## src/rtl/swsfr_pkg.sv

```systemverilog
// Shared types and codes for the single-wire sensor frame receiver.
// No dependencies; used by the top level and its checker.
package swsfr_pkg;

  // Item modes
  localparam logic [1:0] MODE_TICK    = 2'd0;
  localparam logic [1:0] MODE_EDGE    = 2'd1;
  localparam logic [1:0] MODE_RESTART = 2'd2;
  localparam logic [1:0] MODE_TIMEOUT = 2'd3;

  // Phase codes as shown on the result word
  localparam logic [1:0] PHASE_IDLE  = 2'd0;
  localparam logic [1:0] PHASE_START = 2'd1;
  localparam logic [1:0] PHASE_RECV  = 2'd2;
  localparam logic [1:0] PHASE_END   = 2'd3;

  // Read status codes
  localparam logic [1:0] STATUS_UNKNOWN = 2'd0;
  localparam logic [1:0] STATUS_OK      = 2'd1;
  localparam logic [1:0] STATUS_BAD     = 2'd2;

  // Configuration register indexes
  localparam logic [1:0] REG_BIT_THRESHOLD = 2'd0;
  localparam logic [1:0] REG_IDLE_PERIOD   = 2'd1;
  localparam logic [1:0] REG_START_LOW     = 2'd2;

  // Frame layout
  localparam logic [1:0] PREAMBLE_EDGES = 2'd2;
  localparam logic [5:0] FRAME_BITS     = 6'd40;
  localparam logic [3:0] BYTE_BITS      = 4'd8;
  localparam logic [2:0] DATA_BYTES     = 3'd4;

  // Register reset values
  localparam logic [7:0]  BIT_THRESHOLD_RST = 8'd100;
  localparam logic [15:0] IDLE_PERIOD_RST   = 16'd2000;
  localparam logic [7:0]  START_LOW_RST     = 8'd2;

  typedef enum logic [3:0] {
    PH_IDLE  = 4'b0001,
    PH_START = 4'b0010,
    PH_RECV  = 4'b0100,
    PH_END   = 4'b1000
  } phase_t;

  typedef struct packed {
    logic [1:0] mode;
    logic [7:0] interval_us;
  } item_t;

  typedef struct packed {
    logic        line_low;
    logic        listening;
    logic [1:0]  phase;
    logic [1:0]  read_status;
    logic [31:0] data_word;
    logic [7:0]  checksum_byte;
  } result_t;

endpackage

```

## src/rtl/single_wire_sensor_frame_receiver.sv

```systemverilog
// Master-side receiver for a single-wire temperature/humidity sensor frame.
// Depends on swsfr_pkg for item/result types, phase and status codes.
//
// Usage:
//   Item channel (item_valid/item_stall/item) carries one word per event:
//   a millisecond tick, a falling edge with its measured interval, a
//   restart, or a timeout abort. Every accepted word yields exactly one
//   result word on the result channel (result_valid/result_stall/result)
//   showing line drive, phase, read status, data bytes and checksum.
//   Configuration (bit threshold, idle period, start pulse length) is
//   written through cfg_valid/cfg_ready/cfg_index/cfg_data; cfg_ready is
//   always high and writes belong to idle periods.
//
// Timing: a word accepted at one clock edge is captured in the input
//   register; the frame state and the output register are updated from it
//   together once the output can advance, one word per cycle sustained
//   while the result channel does not stall. The single state update per
//   cycle sets this rate.
// Reset (rst, synchronous) clears both registers' valid flags, returns the
//   frame state to idle and loads the configuration defaults. When the
//   receiver stalls, the output register holds its word, the input register
//   holds the next one, and item_stall rises once both are occupied.
module single_wire_sensor_frame_receiver
  import swsfr_pkg::*;
(
  input  logic        clk,
  input  logic        rst,
  input  logic        item_valid,
  output logic        item_stall,
  input  item_t       item,
  output logic        result_valid,
  input  logic        result_stall,
  output result_t     result,
  input  logic        cfg_valid,
  output logic        cfg_ready,
  input  logic [1:0]  cfg_index,
  input  logic [15:0] cfg_data
);

  // Configuration
  logic [7:0]  bit_threshold_us;
  logic [15:0] idle_period_ms;
  logic [7:0]  start_low_ms;

  // Input register
  logic  hold_valid;
  item_t hold;

  // Frame state
  phase_t      phase_reg, phase_reg_next;
  logic [15:0] elapsed_ms, elapsed_ms_next;
  logic [1:0]  preamble_left, preamble_left_next;
  logic [5:0]  bits_left, bits_left_next;
  logic [7:0]  shift_byte, shift_byte_next;
  logic [3:0]  bits_in_byte_left, bits_in_byte_left_next;
  logic [2:0]  byte_count, byte_count_next;
  logic [7:0]  running_sum, running_sum_next;
  logic [31:0] data_store, data_store_next;
  logic [1:0]  status_reg, status_reg_next;

  logic    advance;
  result_t result_next;
  logic [16:0] start_end_ms;

  assign cfg_ready  = 1'b1;
  assign advance    = !result_valid || !result_stall;
  assign item_stall = hold_valid && !advance;

  always_ff @(posedge clk) begin
    if (rst) begin
      bit_threshold_us <= BIT_THRESHOLD_RST;
      idle_period_ms   <= IDLE_PERIOD_RST;
      start_low_ms     <= START_LOW_RST;
    end else if (cfg_valid && cfg_ready) begin
      case (cfg_index)
        REG_BIT_THRESHOLD: bit_threshold_us <= cfg_data[7:0];
        REG_IDLE_PERIOD:   idle_period_ms   <= cfg_data;
        REG_START_LOW:     start_low_ms     <= cfg_data[7:0];
        default: ;
      endcase
    end
  end

  // Input register: load whenever it is empty or draining this cycle
  always_ff @(posedge clk) begin
    if (rst) begin
      hold_valid <= 1'b0;
    end else if (!item_stall) begin
      hold_valid <= item_valid;
    end
  end

  always_ff @(posedge clk) begin
    if (!item_stall && item_valid) begin
      hold <= item;
    end
  end

  assign start_end_ms = {1'b0, idle_period_ms} + {9'd0, start_low_ms};

  always_comb begin
    phase_reg_next         = phase_reg;
    elapsed_ms_next        = elapsed_ms;
    preamble_left_next     = preamble_left;
    bits_left_next         = bits_left;
    shift_byte_next        = shift_byte;
    bits_in_byte_left_next = bits_in_byte_left;
    byte_count_next        = byte_count;
    running_sum_next       = running_sum;
    data_store_next        = data_store;
    status_reg_next        = status_reg;

    case (hold.mode)
      MODE_TICK: begin
        if (elapsed_ms != 16'hFFFF) begin
          elapsed_ms_next = elapsed_ms + 16'd1;
        end
        case (phase_reg)
          PH_IDLE: begin
            if (elapsed_ms_next > idle_period_ms) begin
              phase_reg_next         = PH_START;
              preamble_left_next     = PREAMBLE_EDGES;
              bits_left_next         = FRAME_BITS;
              bits_in_byte_left_next = BYTE_BITS;
              shift_byte_next        = 8'd0;
              byte_count_next        = 3'd0;
              running_sum_next       = 8'd0;
            end
          end
          PH_START: begin
            if ({1'b0, elapsed_ms_next} > start_end_ms) begin
              phase_reg_next  = PH_RECV;
              status_reg_next = STATUS_UNKNOWN;
            end
          end
          default: ;
        endcase
      end
      MODE_EDGE: begin
        if (phase_reg == PH_RECV) begin
          if (preamble_left != 2'd0) begin
            // skip the sensor's response edges
            preamble_left_next = preamble_left - 2'd1;
          end else begin
            shift_byte_next = {shift_byte[6:0], (hold.interval_us > bit_threshold_us)};
            bits_in_byte_left_next = bits_in_byte_left - 4'd1;
            if (bits_in_byte_left_next == 4'd0) begin
              bits_in_byte_left_next = BYTE_BITS;
              if (byte_count < DATA_BYTES) begin
                running_sum_next = running_sum + shift_byte_next;
                case (byte_count[1:0])
                  2'd0:    data_store_next[31:24] = shift_byte_next;
                  2'd1:    data_store_next[23:16] = shift_byte_next;
                  2'd2:    data_store_next[15:8]  = shift_byte_next;
                  default: data_store_next[7:0]   = shift_byte_next;
                endcase
                byte_count_next = byte_count + 3'd1;
              end
            end
            bits_left_next = bits_left - 6'd1;
            if (bits_left_next == 6'd0) begin
              status_reg_next = (running_sum_next == shift_byte_next) ? STATUS_OK : STATUS_BAD;
              phase_reg_next  = PH_END;
            end
          end
        end
      end
      MODE_RESTART: begin
        phase_reg_next  = PH_IDLE;
        elapsed_ms_next = 16'd0;
      end
      default: begin
        if (phase_reg == PH_START || phase_reg == PH_RECV) begin
          phase_reg_next  = PH_END;
          status_reg_next = STATUS_UNKNOWN;
        end
      end
    endcase
  end

  always_comb begin
    result_next.line_low    = (phase_reg_next == PH_START);
    result_next.listening   = (phase_reg_next == PH_RECV);
    case (phase_reg_next)
      PH_IDLE:  result_next.phase = PHASE_IDLE;
      PH_START: result_next.phase = PHASE_START;
      PH_RECV:  result_next.phase = PHASE_RECV;
      default:  result_next.phase = PHASE_END;
    endcase
    result_next.read_status = status_reg_next;
    result_next.data_word   = data_store_next;
    // checksum is shown only for a completed frame
    result_next.checksum_byte =
      (phase_reg_next == PH_END && status_reg_next != STATUS_UNKNOWN) ? shift_byte_next : 8'd0;
  end

  wire step = hold_valid && advance;

  always_ff @(posedge clk) begin
    if (rst) begin
      phase_reg         <= PH_IDLE;
      elapsed_ms        <= 16'd0;
      preamble_left     <= PREAMBLE_EDGES;
      bits_left         <= FRAME_BITS;
      shift_byte        <= 8'd0;
      bits_in_byte_left <= BYTE_BITS;
      byte_count        <= 3'd0;
      running_sum       <= 8'd0;
      data_store        <= 32'd0;
      status_reg        <= STATUS_UNKNOWN;
    end else if (step) begin
      phase_reg         <= phase_reg_next;
      elapsed_ms        <= elapsed_ms_next;
      preamble_left     <= preamble_left_next;
      bits_left         <= bits_left_next;
      shift_byte        <= shift_byte_next;
      bits_in_byte_left <= bits_in_byte_left_next;
      byte_count        <= byte_count_next;
      running_sum       <= running_sum_next;
      data_store        <= data_store_next;
      status_reg        <= status_reg_next;
    end
  end

  always_ff @(posedge clk) begin
    if (rst) begin
      result_valid <= 1'b0;
    end else if (advance) begin
      result_valid <= hold_valid;
    end
  end

  always_ff @(posedge clk) begin
    if (step) begin
      result <= result_next;
    end
  end

endmodule

```

## config.mk

```make
export PLATFORM = sky130hd
export DESIGN_NAME = single_wire_sensor_frame_receiver
export DESIGN_NICKNAME = d
export VERILOG_FILES = /design/src/rtl/swsfr_pkg.sv /design/src/rtl/single_wire_sensor_frame_receiver.sv
export SDC_FILE = /design/constraint.sdc
export NUM_CORES = 1
export LEC_CHECK = 0
export BUFFER_PORTS_ARGS = -buffer_cell sky130_fd_sc_hd__buf_2
export CAP_MARGIN = 20
export CORE_ASPECT_RATIO = 1.2
export CORE_UTILIZATION = 65
export DETAILED_ROUTE_END_ITERATION = 10
export GPL_TIMING_DRIVEN = 0
export PLACE_DENSITY = 0.86
export REMOVE_ABC_BUFFERS = 1
export SLEW_MARGIN = 20
export SYNTH_ARGS = -nofsm -noshare
export SYNTH_HDL_FRONTEND = slang
export SYNTH_SLANG_ARGS = --single-unit
```

## constraint.sdc

```tcl
create_clock -name clk -period 10.5 [get_ports clk]
set_input_delay 2.1 -clock clk [delete_from_list [all_inputs] [get_ports clk]]
set_output_delay 2.1 -clock clk [all_outputs]
set_load 0.02 [all_outputs]
```

Word level (Yosys, flattened, before mapping):

Cells that the tools add are included.

* flip-flop bits (word level): 175
* word-level logic and storage cells: 150

* add/subtract/negate cells: 7
* $lt $le $gt $ge: 4
* equal/unequal tests: 22
* muxes and demuxes: 67
* reductions and logical operators: 27

Operator list (number)
* 2-to-1 mux 32 bit: 5
* 2-to-1 mux 8 bit: 17
* 2-to-1 mux 4 bit: 11
* 2-to-1 mux 16 bit: 2
* case mux 16 bit (2 select lines): 1
* case mux 8 bit (2 select lines): 2
* 2-to-1 mux 6 bit: 4
* 2-to-1 mux 2 bit: 11
* 2-to-1 mux 3 bit: 6
* adder 16 x 8 -> 17 bit: 1
* > comparator 16 x 17 -> 1 bit: 1
* adder 16 x 1 -> 16 bit, second input constant: 1
* > comparator 16 bit: 1
* != test 16 bit, second input constant: 1
* case mux 4 bit (2 select lines): 2
* != test 2 bit, second input constant: 6
* case mux 2 bit (3 select lines): 2
* case mux 4 bit (3 select lines): 1
* case mux 6 bit (2 select lines): 1
* AND reduction 6 bit: 2
* adder 8 bit: 1
* == test 4 x 1 -> 1 bit, second input constant: 2
* == test 4 x 2 -> 1 bit, second input constant: 2
* == test 4 x 3 -> 1 bit, second input constant: 2
* other kinds (23): 42

Logic depth before layout (Yosys ltp):

* depth after elaboration: 15
* gate-level depth with buffers: 19

Worst setup path after synthesis:

Ideal clock, no wire load.

* path kind: input to output
* start point: input port result_stall
* end point: output port item_stall
* data arrival time: 2.386 ns
* required time: 8.400 ns
* setup slack: 6.014 ns
* stages: 1
* path buffers: 0
* cell sequence: and3_1

* cells in the longest elaborated chain, start to end: 4

Ends and longest elaborated chain
* start, declared: RTL line single_wire_sensor_frame_receiver.sv:32 `input logic result_stall,`
* logical NOT 1 bit: RTL line single_wire_sensor_frame_receiver.sv:66 `assign advance = !result_valid || !result_stall;`
* logical OR 1 bit: RTL line single_wire_sensor_frame_receiver.sv:66
* logical NOT 1 bit: RTL line single_wire_sensor_frame_receiver.sv:67 `assign item_stall = hold_valid && !advance;`
* logical AND 1 bit: RTL line single_wire_sensor_frame_receiver.sv:67
* end, declared: RTL line single_wire_sensor_frame_receiver.sv:29 `output logic item_stall,`

Every way passes these cells.

Worst setup path in the final report:

* start point: register elapsed_ms[0]
* end point: register byte_count[0]

* cells in the longest elaborated chain, start to end: 6
* elaborated cells between the ends (all ways): 7

Ends and longest elaborated chain
* start, declared: RTL line single_wire_sensor_frame_receiver.sv:51 `logic [15:0] elapsed_ms, elapsed_ms_next;`
* start signal, assigned: RTL line single_wire_sensor_frame_receiver.sv:213 `elapsed_ms <= elapsed_ms_next;`
* adder 16 x 1 -> 16 bit / != test 16 bit (equally long branches): RTL line single_wire_sensor_frame_receiver.sv:116, single_wire_sensor_frame_receiver.sv:115
* 2-to-1 mux 16 bit (*): RTL line single_wire_sensor_frame_receiver.sv:115 `if (elapsed_ms != 16'hFFFF) begin`
* 2-to-1 mux 16 bit (*): RTL line single_wire_sensor_frame_receiver.sv:113 `case (hold.mode)`
* > comparator 16 bit (*): RTL line single_wire_sensor_frame_receiver.sv:120 `if (elapsed_ms_next > idle_period_ms) begin`
* != test 2 bit (no source line) (*)
* AND reduction 8 bit (no source line) (*)
* end signal, assigned: RTL line single_wire_sensor_frame_receiver.sv:218 `byte_count <= byte_count_next;`
* end, declared: RTL line single_wire_sensor_frame_receiver.sv:56 `logic [2:0] byte_count, byte_count_next;`

Mark *: on every way between the ends. The rest lies on a longest branch, timed or not. The select of a mux whose other input is x is not followed.
A chain may end at the register's enable or synchronous reset.

==> flow_summary.ini <==
[synth]
avgSynthCellArea_sq_um = 9.08
netlist.area_leader.share_pct = 25.5
ys_warn_count = 0
ys_ff_latch = 175
syn_inst = 1030
yosys-top-cells-area = dfxtp_1, edfxtp_1, ha_1
yosysSeqAreaShare_pct = 43.5
synthFlopType = dfxtp_1
yosysTopAreaCell = dfxtp_1
synth-edff-count = 56
netlist_area_sq_um = 9350
ys_async_sr_fraction_pct = 0
synthDistinctLibCells = 72

[pwr]
p_seq_share_pct = 49.0
power.switching_w = 0.000411
pwr-share-comb_pct = 8.9
swShare_pct = 27.2
clkPwrFrac_pct = 42.1
intPower_w = 0.00110
ir_drop_uv = 126
p_per_area_nw_per_um2 = 144
leakagePower_nw = 4.36

[die]
core_area_sq_um = 13900
die_w_um = 112
fp.dieH_um = 133
initial_core_util_pct = 67.1
dieArea_sq_um = 14900
rows = 47
io-pin-count = 82

[cells_and_area]
top_register = result
fin_cells = 1271
antenna_cells = 0
layout_common_cells = nor2_1, dfxtp_1, nand2_1, buf_2, a21oi_1
largest_reg_flops = 46
nNetsFinal = 1187
fin_area_sq_um = 10500
mostFrequentLayoutCell = nor2_1
area_growth_pct = 12.2
top_regs = result x46, data_store x32
layout-drive-gt1-share_pct = 14.6

[global_routing]
grt_max_degree = 69
grt_pass1_vias = 7524
grt_use_total_pct = 29.7
busiest_layer = met2
met3_usage_pct = 5.82
grt_pass1_wl_um = 35100
grtUsageMet2_pct = 55.3
grt.met1_usage_pct = 32.2
overflow = 0
grt_antenna_before_repair = 0

[clock_network]
cts_root_buf = clkbuf_16
cts_tree = built
clk_pin_slew_ns = 0.08
post_cts_buffers = 0
cts_made_buffers = 17
clkLatencyLatePin_ns = 0.45
clkSinkCount = 175
cts_buffer_depth = 2
cts_hold_buffers = 0
htreeDepth = 4
ctsResizeCount = 0

[setup_path]
timing.rr.end = byte_count[0]$_SDFFE_PP0P_
crit_start = elapsed_ms[0]$_SDFFE_PP0P_
critical_path.slowest_cell = o21a_1
critPathMaxFanout = 19
cp_slowest_stage_delay_ns = 0.65
path_delay_family = simple AND/OR/NAND/NOR gates
cp-start-kind = flip-flop
cp_cell_sequence = ha_1, nand2_1, nor3_1, nand3_1, and4_1, and3_1, xor2_1, ha_1, nand2_1, or3_1, a311o_1, a21oi_1, o21a_1, o21ai_0, nor2b_1, mux2_2
r2r_slack_ns = 5.06
critPathArrivalTime_ns = 5.77
cp.required_ns = 10.83
critPathBufInv = 0
end_kind = flip-flop
reg2reg_from = elapsed_ms[0]$_SDFFE_PP0P_
r2r_cells = 16
crit_type = flip-flop to flip-flop

[placement]
io_buffer_count = 80
hpwl_um = 14800
gp_congestion = 0.931
place_inst = 1239
dpl_cell_area_sq_um = 9870

[drt]
firstDrtPassIters = 8
dr.first_iter.drc_count = 564
wl_per_cell_um = 16.9
ant_nets = 0
avgViaCountPerCell = 6.09
dr_total_vias = 7737
drc = 14
wl_um = 21500

[timing]
maxClockFrequency_ghz = 0.184
relSlewSlack_pct = 34.6
timing.final.crit_share_pct = 51.8
finClkSkew_ns = 0.0113
setup-tns-final_ns = 0
tightest_slew_ns = 0.974
fin_crit_ns = 5.44
hold_viol = 0
rsz0062_at_grt = no
setup_viol = 0
slew_violations = 0

[status]
run_status = complete, but fails checks
violations = design-rule violations

[hold_path]
hold_end = data_store[0]$_SDFFE_PP0P_
min_from = data_store[0]$_SDFFE_PP0P_
hold_path.class = flip-flop to flip-flop
hold_depth = 2

[run]
max_cap_viol_count = 0
==> kinds of logic after synthesis <==
group / Yosys count / share of synthesized area, %
flip-flops: 175 / 43.5
other: 1 / 0.0401
multiplexers: 41 / 4.75
adder cells (fa/ha/maj): 67 / 9.12
buffers and inverters: 95 / 4.01
AND/OR/NAND/NOR: 396 / 20.2
XOR/XNOR: 44 / 4.27
AO/OA/AOI/OAI: 211 / 14.2
==> cells in the mapped netlist, drive strengths merged (3+ instances only) <==
library cell / instances
nand2: 92
o21a: 4
buf: 7
a22oi: 9
nand3: 23
mux2: 27
o31a: 3
o311ai: 3
a21o: 11
inv: 49
and3: 11
ha: 65
or4: 5
nor3b: 7
and2: 3
and4: 5
nand2b: 6
a32oi: 3
or3: 7
o21bai: 5
dfxtp: 119
a22o: 10
xnor2: 33
nand4: 14
a21boi: 4
clkbuf: 39
nand3b: 10
nor2b: 10
nor3: 43
edfxtp: 56
nor2: 149
a211o: 6
xor2: 10
o21ai: 50
mux2i: 14
a211oi: 6
o31ai: 5
a21oi: 71
a31oi: 7
==> worst max-delay path by stage <==
| stage | endpoint | slack [ns] | depth (start not counted) |
|---|---|---|---|
| 2_1_floorplan | elapsed_ms[6]$_SDFFE_PP0P_ | 5.53 | 8 |
| 3_3_place_gp | elapsed_ms[11]$_SDFFE_PP0P_ | 4.20 | 9 |
| 3_5_place_dp | byte_count[0]$_SDFFE_PP0P_ | 5.21 | 16 |
| 4_1_cts | running_sum[3]$_SDFFE_PP0P_ | 5.17 | 16 |
| 5_1_grt | byte_count[0]$_SDFFE_PP0P_ | 4.74 | 16 |
| 6_report | byte_count[0]$_SDFFE_PP0P_ | 5.06 | 16 |
==> power by group through the flow <==
stage	combinational, W	sequential [W]	clock, W
finish	0.000134	0.000738	0.000635
global route	0.000148	0.000741	0.000670
CTS	0.000134	0.000738	0.000644
detailed placement	0.000132	0.000753	0
global placement	0.000124	0.000753	0
floorplan	0.0000737	0.000762	0
==> worst min-delay path, cell delays in order, from the launching register on <==
cell and delay [ns]:
dfxtp_1 0.31, nand2_1 0.05, a21oi_1 0.06
==> area by class of cell <==
| type | count | area, sq um |
|---|---|---|
| timing repair buffer | 84 | 485 |
| inverter | 49 | 186 |
| multi-input combinational | 760 | 4930 |
| clock buffer | 17 | 425 |
| fill | 960 | 3450 |
| tap | 171 | 214 |
| clock inverter | 15 | 189 |
| sequential | 175 | 4060 |
==> routing by layer <==
layer	wire (um)	share of wire [%]
met2	11300	53
met1	8370	39
met4	748	3.5
met3	1040	4.8
met5	0	0
==> metrics by stage <==
step / hold WS [ns] / power, W / utilization, % / worst slack (ns)
3_3_place_gp: 0.441 / 0.000877 / 70.1 / 4.20
4_1_cts: 0.462 / 0.00152 / 75.2 / 5.17
3_5_place_dp: 0.449 / 0.000886 / 70.8 / 5.21
5_1_grt: 0.476 / 0.00156 / 75.3 / 4.74
6_report: 0.464 / 0.00151 / 75.3 / 5.06
2_1_floorplan: 0.431 / 0.000836 / - / 5.53
Note: power is estimated with default switching activity, not from simulation.
